File: config.mk
export PLATFORM = sky130hd
export DESIGN_NAME = srsc_front
export DESIGN_NICKNAME = d
export VERILOG_FILES = /design/src/rtl/core/srsc_pkg.sv /design/src/rtl/core/srsc_front.sv
export SDC_FILE = /design/constraint.sdc
export NUM_CORES = 1
export LEC_CHECK = 0
export ABC_AREA = 1
export BUFFER_PORTS_ARGS = -buffer_cell sky130_fd_sc_hd__buf_2
export CAP_MARGIN = 20
export CORE_AREA = 5 5 206 208
export CTS_BUF_LIST = sky130_fd_sc_hd__clkbuf_4 sky130_fd_sc_hd__clkbuf_8 sky130_fd_sc_hd__clkbuf_16
export DETAILED_ROUTE_END_ITERATION = 6
export DIE_AREA = 0 0 211 213
export GPL_TIMING_DRIVEN = 0
export HOLD_SLACK_MARGIN = 0.06
export PLACE_DENSITY = 0.75
export SETUP_SLACK_MARGIN = 0.1
export SYNTH_ARGS = -nofsm -noshare
export SYNTH_HDL_FRONTEND = slang
export SYNTH_SLANG_ARGS = --single-unit
export TNS_END_PERCENT = 20
File: constraint.sdc
create_clock -name clk -period 15.4 [get_ports clk]
set_clock_uncertainty 0.05 [all_clocks]
set_input_delay 1.54 -clock clk [delete_from_list [all_inputs] [get_ports clk]]
set_output_delay 1.54 -clock clk [all_outputs]
set_load 0.02 [all_outputs]
File: src/rtl/core/srsc_pkg.sv
// shared types and constants for the segment to rectangle-set collision block
package srsc_pkg;

  localparam int unsigned CoordW   = 32;
  localparam int unsigned DiffW    = 33;
  localparam int unsigned DenW     = 33;
  localparam int unsigned ProdW    = 66;
  localparam int unsigned MaxRects = 64;

  typedef enum logic {
    FUNC_WRITE = 1'b0,
    FUNC_TEST  = 1'b1
  } func_t;

  localparam logic [0:0] REG_RECT_COUNT = 1'b0;

  typedef struct packed {
    logic                     is_test;
    logic [5:0]               entry;
    logic signed [CoordW-1:0] xmin;
    logic signed [CoordW-1:0] xmax;
    logic signed [CoordW-1:0] ymin;
    logic signed [CoordW-1:0] ymax;
    logic signed [CoordW-1:0] ax;
    logic signed [CoordW-1:0] ay;
    logic signed [CoordW-1:0] bx;
    logic signed [CoordW-1:0] by;
  } req_t;

  typedef struct packed {
    logic signed [DiffW:0] n;
    logic [DenW-1:0]       d;
  } frac_t;

endpackage

File: src/rtl/core/srsc_front.sv
// request front end: takes requests into a two-entry queue
module srsc_front (
  input  logic           clk,
  input  logic           rst_n,
  input  logic           push,
  input  srsc_pkg::req_t push_req,
  output logic           full,
  input  logic           pop,
  output logic           avail,
  output srsc_pkg::req_t head
);

  srsc_pkg::req_t q_r [2];
  logic       rd_r, rd_nxt, wr_r, wr_nxt;
  logic [1:0] cnt_r, cnt_nxt;

  assign full  = (cnt_r == 2'd2);
  assign avail = (cnt_r != 2'd0);
  assign head  = q_r[rd_r];

  always_comb begin
    rd_nxt  = rd_r;
    wr_nxt  = wr_r;
    cnt_nxt = cnt_r;
    if (push) begin
      wr_nxt = ~wr_r;
    end
    if (pop) begin
      rd_nxt = ~rd_r;
    end
    cnt_nxt = cnt_r + {1'b0, push} - {1'b0, pop};
  end

  always_ff @(posedge clk) begin
    if (!rst_n) begin
      rd_r  <= 1'b0;
      wr_r  <= 1'b0;
      cnt_r <= 2'd0;
    end else begin
      rd_r  <= rd_nxt;
      wr_r  <= wr_nxt;
      cnt_r <= cnt_nxt;
    end
    if (push) begin
      q_r[wr_r] <= push_req;
    end
  end

`ifndef SYNTH
  a_no_overflow: assert property (@(posedge clk) disable iff (!rst_n)
    full |-> !push) else $error("queue overflow");
  a_no_underflow: assert property (@(posedge clk) disable iff (!rst_n)
    !avail |-> !pop) else $error("queue underflow");
  a_count_ok: assert property (@(posedge clk) disable iff (!rst_n)
    cnt_r != 2'd3) else $error("bad queue count");
`endif

endmodule

Yosys cells after proc, flatten, opt, wreduce, memory -nomap -nowiden. Memories as Yosys holds them, arrays and structs flattened. A register that Yosys moved wholly into a read port is not among the register bits. Index checks and enable logic that the tools add are counted.

Eq/ne operators: 1. Add/subtract/negate cells: 2. Muxes and demuxes: 4. Bitwise operators: 2. Reductions and logical operators: 1.

Operators with widths (count): two-way mux 1 bit (4); adder 2 x 1 -> 2 bit (1); equality test 2 bit (second input constant) (1); NOT 1 bit (2); nonzero test 2 bit (1); subtractor 2 x 1 -> 2 bit (1).

RAM bits: 526. Word-level logic and storage cells: 14. Register bits: 4. Bits of input ports: 267. Output and inout bits: 265. Memories: 1.

Memory list: q_r (words 2, bits a word 263, read ports 1, clocked after Yosys merged registers in 1, wr ports 1, line srsc_front.sv:13) `srsc_pkg::req_t q_r [2];`.

Logic depth before layout (Yosys ltp). Gate-level depths: netlist of the first run.

Word-level depth: 3. Depth in mapped cells: 9. Gate-level depth less buffers: 9.

Worst setup path before layout of the first run. No wires, ideal clock.

Path type: input to register. Start point: input push. End point: memory q_r[0][0] in the netlist's numbering (enable). Data arrival time: 12.566 ns. Stages: 2. Data required time: 14.451 ns. Setup slack: 1.885 ns. Setup time: 0.899 ns. Cell sequence: inv_1 > nor2_1.

Word-level cells in the longest chain between the ends: 2.

Ends and longest elaborated chain: start: declaration (line srsc_front.sv:5) `input logic push,`; two-way mux 1 bit (line srsc_front.sv:44) `if (push) begin`; two-way mux 1 bit (not written as such) (line srsc_front.sv:45) `q_r[wr_r] <= push_req;`; end: declaration (line srsc_front.sv:13).

Every way passes these cells.

==> qor.txt, run 1 <==
Syn Inst Count: 851
worst-path cell chain: buf_4, buf_6, buf_6, mux2_4, buf_2
post-route minimum period: 3.675 ns
Seq cells post-synth: 531
top cell type's share of synthesized area: 81.14%
number of global-route vias before repair: 10790
CP max stage delay: 0.32 ns
clk buf depth: 3
WL/cell: 21.72 um
Internal: 2.568 mW
Worst Setup Start Kind: register
outcome: finished clean
setup tns final: 0 ns
Final Cycle Share: 23.86%
Die W: 211 um
CP endpoint kind: output pin
fraction of layout cells with a size suffix above 1: 62.03%
syn avg cell area: 22.88 um^2
root buffer cell: clkbuf_16
Nets: 1715
Tot GR Track Use: 18.79%
CTS Buf Count: 51
CP required: 13.81 ns
Post-Syn Area: 19470 um^2
Psw: 749.5 uW
DR pass1 iterations: 4
floorplan row count: 74
CTS Hold Bufs: 0
post-synth cell types: 13
Clock power frac: 37.8%
buffers plus inverters on the worst setup path: 4
CP arrival: 2.08 ns
Fin. Hold Viols: 0
worst hold path class: reg2reg
final WL: 44030 um
RSZ-0062 raised after global routing: no
Initial Utilization: 48.22%
most frequent cells in the layout: 541 x buf_2, 526 x edfxtp_1, 193 x mux2_2
Max Cap Viol: 0
final setup fails: 0
clk slew on worst S/H paths: 0.06 ns
static leakage: 9.527 nW
Rel. slew slack: 55.84%
initial antenna violation count: 10
DR iter-0 viols: 552
Combinational Power Share: 11.2%
htree depth: 2
first-pass GRT wire length: 63610 um
antenna viol nets, final: 0
GP Congestion: 0.7773
worst slew pin tran: 0.6623 ns
sequential power share: 51.0%
VDD IR max: 0.1042 mV
die area: 44940 um^2
ranking of synthesized cells by area: edfxtp_1 81%, mux2_2 11%, mux2_4 5.4%
commonest non-fill, non-tap cell in the layout: buf_2
Placed Instance Area: 23040 um^2
largest net degree at the start of global routing: 121
critical path peak fanout: 10
PnR Total Power: 3.317 mW
syn nets: 1120
Top delay family on crit path: buffers and inverters
P&R area growth vs syn: 27.23%
CP Class: reg2out
CTS tree: done
most used cell, CP: buf_6
Skew-Pair Late Insertion Delay: 0.57 ns
routed vias/inst: 4.970
GRT overflow: 0
Via Count: 10080
clock sink total: 531
Post-DP HPWL: 31660 um
Peak Freq: 0.2721 GHz
sequential element share of the synthesized area: 81.65%
Final Cell Area: 24770 um^2
Switching Share: 22.60%
Yosys warning count: 0
power per cell area: 133.9 nW/um^2
Resized cells post-CTS: 0
die height: 213 um
post-CTS setup buffers: 0
final hold slack: 0.4729 ns
max-slew violations: 0
Critical-path top delay cell: dfxtp_1
core area: 40370 um^2
leading area contributor after synthesis: edfxtp_1
fillcell total: 2941
port buffer count: 531
DRC viols: 0
io pins: 532
state kept, by name, indices dropped and copies added, names as in the netlist, named ones only:
signal / cells
rd_r: 1
cnt_r: 2
q_r: 526
wr_r: 1
synth_stat cells:
library cell and count:
nand2_1 9, edfxtp_1 526, buf_6 8, dfxtp_1 5, buf_2 10, mux2_2 193
a21oi_1 1, nor2_1 8, buf_4 11, mux2_4 70, ha_1 2, nand3_1 1
inv_1 7
path summary, 6_finish.rpt:
check,endpoint,startpoint,slack [ns],depth (start not counted)
max,head[194],register,11.73,5
min,register,rd_r,0.47,2
max reg2reg,q_r[1][246],wr_r,12.93,4
min reg2reg,register,rd_r,0.47,2
tightest hold or removal path, stage by stage, from the launching register on:
cell,delay [ns]
dfxtp_1,0.33
nor2_1,0.06
nor2_1,0.09
final cells by class:
class | instances | area [um^2] | area share (%)
clock inverter | 30 | 280.3 | 1.132
sequential | 531 | 15900 | 64.18
antenna | 7 | 17.52 | 0.07072
timing repair buffer | 542 | 2893 | 11.68
clock buffer | 65 | 1429 | 5.769
inverter | 7 | 33.78 | 0.1364
tap | 532 | 665.6 | 2.688
multi-input combinational | 284 | 3331 | 13.45
buffer | 29 | 222.7 | 0.8992
logic make-up (layout without fill, tap and decap cells):
kind of cell	after synthesis	in the layout	share of synthesized area [%]
DFF	531	531	81.65
and+or+nand+nor	18	18	0.3535
adders and majority gates	2	2	0.1285
muxes	263	263	16.56
buffers and inverters	36	673	1.279
other	0	7	0
AOI/OAI and AO/OA	1	1	0.02568
power by group through the flow:
stage          Combinational, mW  Clock [mW]  Sequential, mW
2_1_floorplan              0.222           0            1.74
3_3_place_gp               0.360           0            1.76
3_5_place_dp               0.376           0            1.72
4_1_cts                    0.378        1.28            1.69
5_1_grt                    0.397        1.35            1.70
6_report                   0.372        1.25            1.69
metal layers:
metal	up-vias	GRT usage, %	routed length, um
met3	85	6.127	4163
met5	-	0	14
li1	4596	-	-
met2	427	32.25	22480
met1	4963	22.36	16090
met4	4	6.819	1283
through the flow:
stage | utilization (%) | instances | worst slack, ns
global placement | 56.46 | 1914 | -4.526
floorplan | - | 851 | 1.885
global route | 61.33 | 2024 | 11.63
detailed placement | 57.08 | 1925 | 11.70
CTS | 61.31 | 2020 | 11.64
finish | 61.35 | 2027 | 11.73
Power figures use the tool's default switching activity.
==> run 2, diff against run 1 <==
- CORE_AREA: 5 5 206 208 -> not set
- CORE_MARGIN: not set -> 5
- CORE_UTILIZATION: not set -> 47
- DIE_AREA: 0 0 211 213 -> not set
- PLACE_DENSITY: 0.75 -> 0.76
- clock period: 15.4 -> 3 ns (I/O delays scaled with it)
==> run 2 against run 1 <==
- setup slack worse by 11 ns
- largest cell class unchanged
- highest routed layer unchanged
- critical path depth grew 3
- sequential share of layout area decreased by 6.2 points
- global-route usage rose by 2.8 points
- count of clock-buffer cells in the layout fell by 1
- clock power grew to 5.0 times the previous value
- first-iteration DRC count is 43% higher
==> qor.txt, run 2 (synthesized netlist as in run 1, its figures left out) <==
Top Registers: q_r: 526 flops, cnt_r: 2 flops
Tot GR Track Use: 21.55%
Initial Utilization: 47.57%
initial antenna violation count: 6
fin util: 67.03%
Post-Layout Cell Count: 2291
post-CTS setup buffers: 0
fraction of layout cells with a size suffix above 1: 52.62%
highest metal used: met5
final setup margin: 0.2718 ns
PnR Total Power: 17.26 mW
CTS Buf Count: 52
commonest non-fill, non-tap cell in the layout: buf_2
first-pass GRT wire length: 74260 um
port buffer count: 531
DR pass1 iterations: 4
DRC viols: 0
final setup fails: 0
Post-DP HPWL: 31810 um
VDD IR max: 0.6323 mV
# placed instances: 1930
Final Cell Area: 27430 um^2
Max Cap Viol: 0
die area: 45590 um^2
core area: 40920 um^2
critical path peak fanout: 33
htree depth: 2
GRT overflow: 0
final WL: 51170 um
Die W: 213.5 um
worst hold path class: in2reg
Rel. slew slack: 32.92%
met3 WL: 4426 um
post-route minimum period: 2.728 ns
floorplan row count: 74
Nets: 1987
Final Cycle Share: 90.94%
Resized cells post-CTS: 0
CP endpoint kind: register
clock sink total: 531
CP Class: in2reg
routed vias/inst: 5.034
outcome: finished clean
Via Count: 11530
max reg flops: 526
GP Congestion: 0.7852
number of global-route vias before repair: 12740
die height: 213.5 um
RR Startpoint: wr_r
HP Start: push_req[133]
worst slew pin tran: 1.004 ns
antenna viol nets, final: 0
static leakage: 10.63 nW
clk buf depth: 3
DR iter-0 viols: 787
power per cell area: 629.2 nW/um^2
max-slew violations: 0
WL/cell: 22.34 um
wire length on met2: 26850 um
CP Launch Point: push
root buffer cell: clkbuf_16
CP required: 3.22 ns
CTS tree: done
Skew-Pair Late Insertion Delay: 0.58 ns
Worst Setup Start Kind: input pin
RSZ-0062 raised after global routing: no
clk slew on worst S/H paths: 0.07 ns
Fin. Hold Viols: 0
worst slack, placed: 0.2075 ns
Placed Instance Area: 23130 um^2
largest net degree at the start of global routing: 38
Biggest register: q_r
CP arrival: 2.94 ns
P&R area growth vs syn: 40.90%
io pins: 532
Peak Freq: 0.3665 GHz
Metal-1 WL: 17950 um
most frequent cells in the layout: 541 x buf_2, 526 x edfxtp_1, 266 x dlygate4sd3_1
==> run 2: per-layer routing <==
layer  up-vias  GRT usage (%)
met2       570          38.42
met4         2          9.057
met5         -              0
met1      5744          24.31
li1       5112              -
met3       106          6.291
==> run 2: cell type report <==
class | instances | area (um^2)
fillers | 2574 | 13490
clock inverters | 26 | 212.7
well taps | 532 | 665.6
inverters | 7 | 37.54
plain buffers | 29 | 222.7
clock buffers | 64 | 1409
flip-flops and latches | 531 | 15900
multi-input cells | 284 | 3333
diodes | 5 | 12.51
repair buffers | 813 | 5640
==> run 2: stage by stage <==
| stage | hold slack (ns) | setup TNS, ns |
|---|---|---|
| floorplan | 0.3435 | -906.23 |
| global placement | 0.4306 | -2100.29 |
| detailed placement | 0.4412 | 0 |
| CTS | 0.3462 | 0 |
| global route | 0.3744 | 0 |
| finish | 0.3937 | 0 |
==> run 2: critical path, stage by stage <==
cell           delay [ns]
dlygate4sd3_1        0.54
buf_2                0.22
inv_8                0.04
nor2_4               0.77
buf_12               0.31
buf_12               0.24
buf_12               0.23
buf_12               0.23
==> run 2: what timing repair did <==
item,in CTS,in global routing
hold endpoints to repair,531,0
setup endpoints to repair,0,0
hold buffers,266,0
==> run 2: final timing paths <==
| path | slack (ns) | end | depth (start not counted) |
|---|---|---|---|
| worst max-delay path | 0.27 | q_r[0][227] | 8 |
| worst min-delay path | 0.39 | q_r[1][133] | 2 |
| worst max register to register | 0.47 | q_r[0][227] | 5 |
| worst min register to register | 0.45 | register | 2 |
==> run 2: where the power goes <==
group          internal (mW)  leakage (nW)  switching [mW]  total, mW
logic                   1.02          4.84            1.25       2.27
clock network           3.59         0.815            2.70       6.29
registers               8.60          4.98           0.104       8.70
==> run 3, diff against run 2 <==
- ABC_AREA: 1 -> 0
==> run 3 against run 2 <==
- combinational power is 11% higher
- maximum frequency increased by 12%
- hold slack improved by 0.013 ns
- die area about the same
- cell area increased by 0.25%
- largest power group unchanged
- highest routed layer unchanged
- critical path type is now reg2out
- critical endpoint is now head[138]
- clock power up 3.2%
==> qor.txt, run 3 <==
initial antenna violation count: 8
worst slew pin tran: 0.7373 ns
core area: 40920 um^2
number of global-route vias before repair: 12750
grt met3 use: 6.042%
CP Class: reg2out
CP required: 2.65 ns
max-slew violations: 0
syn avg cell area: 23.21 um^2
critical path peak fanout: 10
post-route minimum period: 2.441 ns
static leakage: 10.64 nW
WL/cell: 23.24 um
Peak Freq: 0.4097 GHz
die height: 213.5 um
WHS Endpoint: q_r[1][48]
die area: 45600 um^2
worst hold path class: in2reg
Skew-Pair Late Insertion Delay: 0.57 ns
RR Startpoint: wr_r
antenna viol nets, final: 0
GP Congestion: 0.8005
final WL: 53070 um
HP Start: push_req[48]
Syn Inst Count: 839
routed vias/inst: 5.046
number of synthesized flops with an enable pin: 526
hold path cells: 2
Via Count: 11520
CP arrival: 2.09 ns
fillcell total: 2560
PnR Total Power: 17.71 mW
Yosys warning count: 0
post-synth cell types: 15
CTS Hold Bufs: 267
met1 Usage GRT: 25.40%
# placed instances: 1915
VDD IR max: 0.5900 mV
clock sink total: 531
Tot GR Track Use: 22.19%
Post-Layout Cell Count: 2284
Reg2Reg Depth: 5
DR pass1 iterations: 5
final hold slack: 0.4066 ns
outcome: finished clean
Fin. Hold Viols: 0
root buffer cell: clkbuf_16
ranking of synthesized cells by area: edfxtp_1 81%, mux2_2 11%, mux2_4 5.4%
DRC viols: 0
flop2flop setup slack: 0.71 ns
top-count cell post-synth: edfxtp_1
top cell type's share of synthesized area: 81.13%
CP endpoint kind: output pin
floorplan row count: 74
busiest grt layer: met2
Die W: 213.5 um
post-CTS setup buffers: 0
clk slew on worst S/H paths: 0.06 ns
max reg flops: 526
Resized cells post-CTS: 0
syn nets: 1108
Critical R2R Capture: q_r[0][242]
leading area contributor after synthesis: edfxtp_1
Initial Utilization: 47.58%
most frequent cells in the layout: 541 x buf_2, 526 x edfxtp_1, 267 x dlygate4sd3_1
io pins: 532
Biggest register: q_r
sequential element share of the synthesized area: 81.64%
power per cell area: 644.0 nW/um^2
ys flop type: edfxtp_1
Seq cells post-synth: 531
largest net degree at the start of global routing: 64
CTS Buf Count: 52
final setup fails: 0
Final Cycle Share: 81.36%
P&R area growth vs syn: 41.23%
htree depth: 2
Top Registers: q_r: 526 flops, cnt_r: 2 flops
Worst Setup Start Kind: register
Max Cap Viol: 0
Post-Syn Area: 19470 um^2
commonest cells in the netlist: 526 x edfxtp_1, 193 x mux2_2, 70 x mux2_4, 11 x buf_4, 10 x buf_2
GR Layer Usage met2: 39.38%
Rel. slew slack: 50.74%
DR iter-0 viols: 832
GRT overflow: 0
CTS tree: done
fraction of layout cells with a size suffix above 1: 53.04%
Post-DP HPWL: 32740 um
commonest non-fill, non-tap cell in the layout: buf_2
FFs w/ async S/R, synth: 0%
RSZ-0062 raised after global routing: no
first-pass GRT wire length: 75730 um
clk buf depth: 3
Nets: 1973
port buffer count: 531
## run 3: cell count changes in the layout (fill, tap and decap cells not counted), sizes merged, moves of 2 or more
cell | previous run | this run
nand2 | 9 | 0
nor2 | 8 | 0
inv | 10 | 4
and2 | 0 | 4
nor2b | 0 | 4
buf | 576 | 573
diode | 5 | 8
bufinv | 3 | 5
## run 3: critical path, stage by stage, from the launching register on
cell     delay, ns
dfxtp_1       0.32
buf_2         0.31
buf_4         0.29
mux2_2        0.42
buf_2         0.18
## run 3: layout make-up
type                            count  area (um^2)  area share (%)
Buffer                             29        222.7          0.8099
Inverter                            2        7.507         0.02730
Tap cell                          532        665.6           2.421
Clock buffer                       65         1416           5.151
Antenna cell                        8        20.02         0.07280
Multi-Input combinational cell    277         3354           12.20
Sequential cell                   531        15900           57.81
Clock inverter                     29        280.3           1.019
Timing Repair Buffer              811         5635           20.49
## run 3: cells by family (layout without fill, tap and decap cells)
logic type | Yosys count | after routing | share of synthesized area [%]
muxes | 263 | 263 | 16.56
other | 0 | 8 | 0
AOI/OAI and AO/OA | 1 | 1 | 0.03857
buffers and inverters | 31 | 936 | 1.182
DFF | 531 | 531 | 81.64
adders and majority gates | 2 | 2 | 0.1285
and+or+nand+nor | 9 | 9 | 0.2892
xor gates and xnor gates | 2 | 2 | 0.1607
## run 3: report_power, final
group	internal [mW]	total (mW)	switching [mW]
clock network	3.78	6.49	2.70
registers	8.58	8.69	0.108
logic	1.14	2.53	1.39
total	13.5	17.7	4.20
## run 3: layer usage
| layer | vias up | part of all wire [%] |
|---|---|---|
| met5 | - | 0.024 |
| met4 | 2 | 3.7 |
| li1 | 5093 | - |
| met1 | 5715 | 35 |
| met3 | 102 | 8.7 |
| met2 | 612 | 53 |
## run 3: metrics by stage
| step | instance area [um^2] | util, % | TNS (ns) | setup slack [ns] |
|---|---|---|---|---|
| after floorplan | 19480 | - | -749.19 | -1.728 |
| after global placement | 22800 | 55.72 | -1786.53 | -3.957 |
| after detailed placement | 23110 | 56.47 | 0 | 0.5786 |
| after CTS | 27480 | 67.14 | 0 | 0.4264 |
| after global routing | 27490 | 67.18 | 0 | 0.3878 |
| final | 27500 | 67.19 | 0 | 0.5593 |
## run 3: how the worst max path moves through the flow
| stage | startpoint | end | slack, ns |
|---|---|---|---|
| 2_1_floorplan | push | q_r[0][0] | -1.73 |
| 3_3_place_gp | push | q_r[0][227] | -3.96 |
| 3_5_place_dp | push | q_r[0][215] | 0.58 |
| 4_1_cts | register | head[138] | 0.43 |
| 5_1_grt | register | head[138] | 0.39 |
| 6_report | register | head[138] | 0.56 |
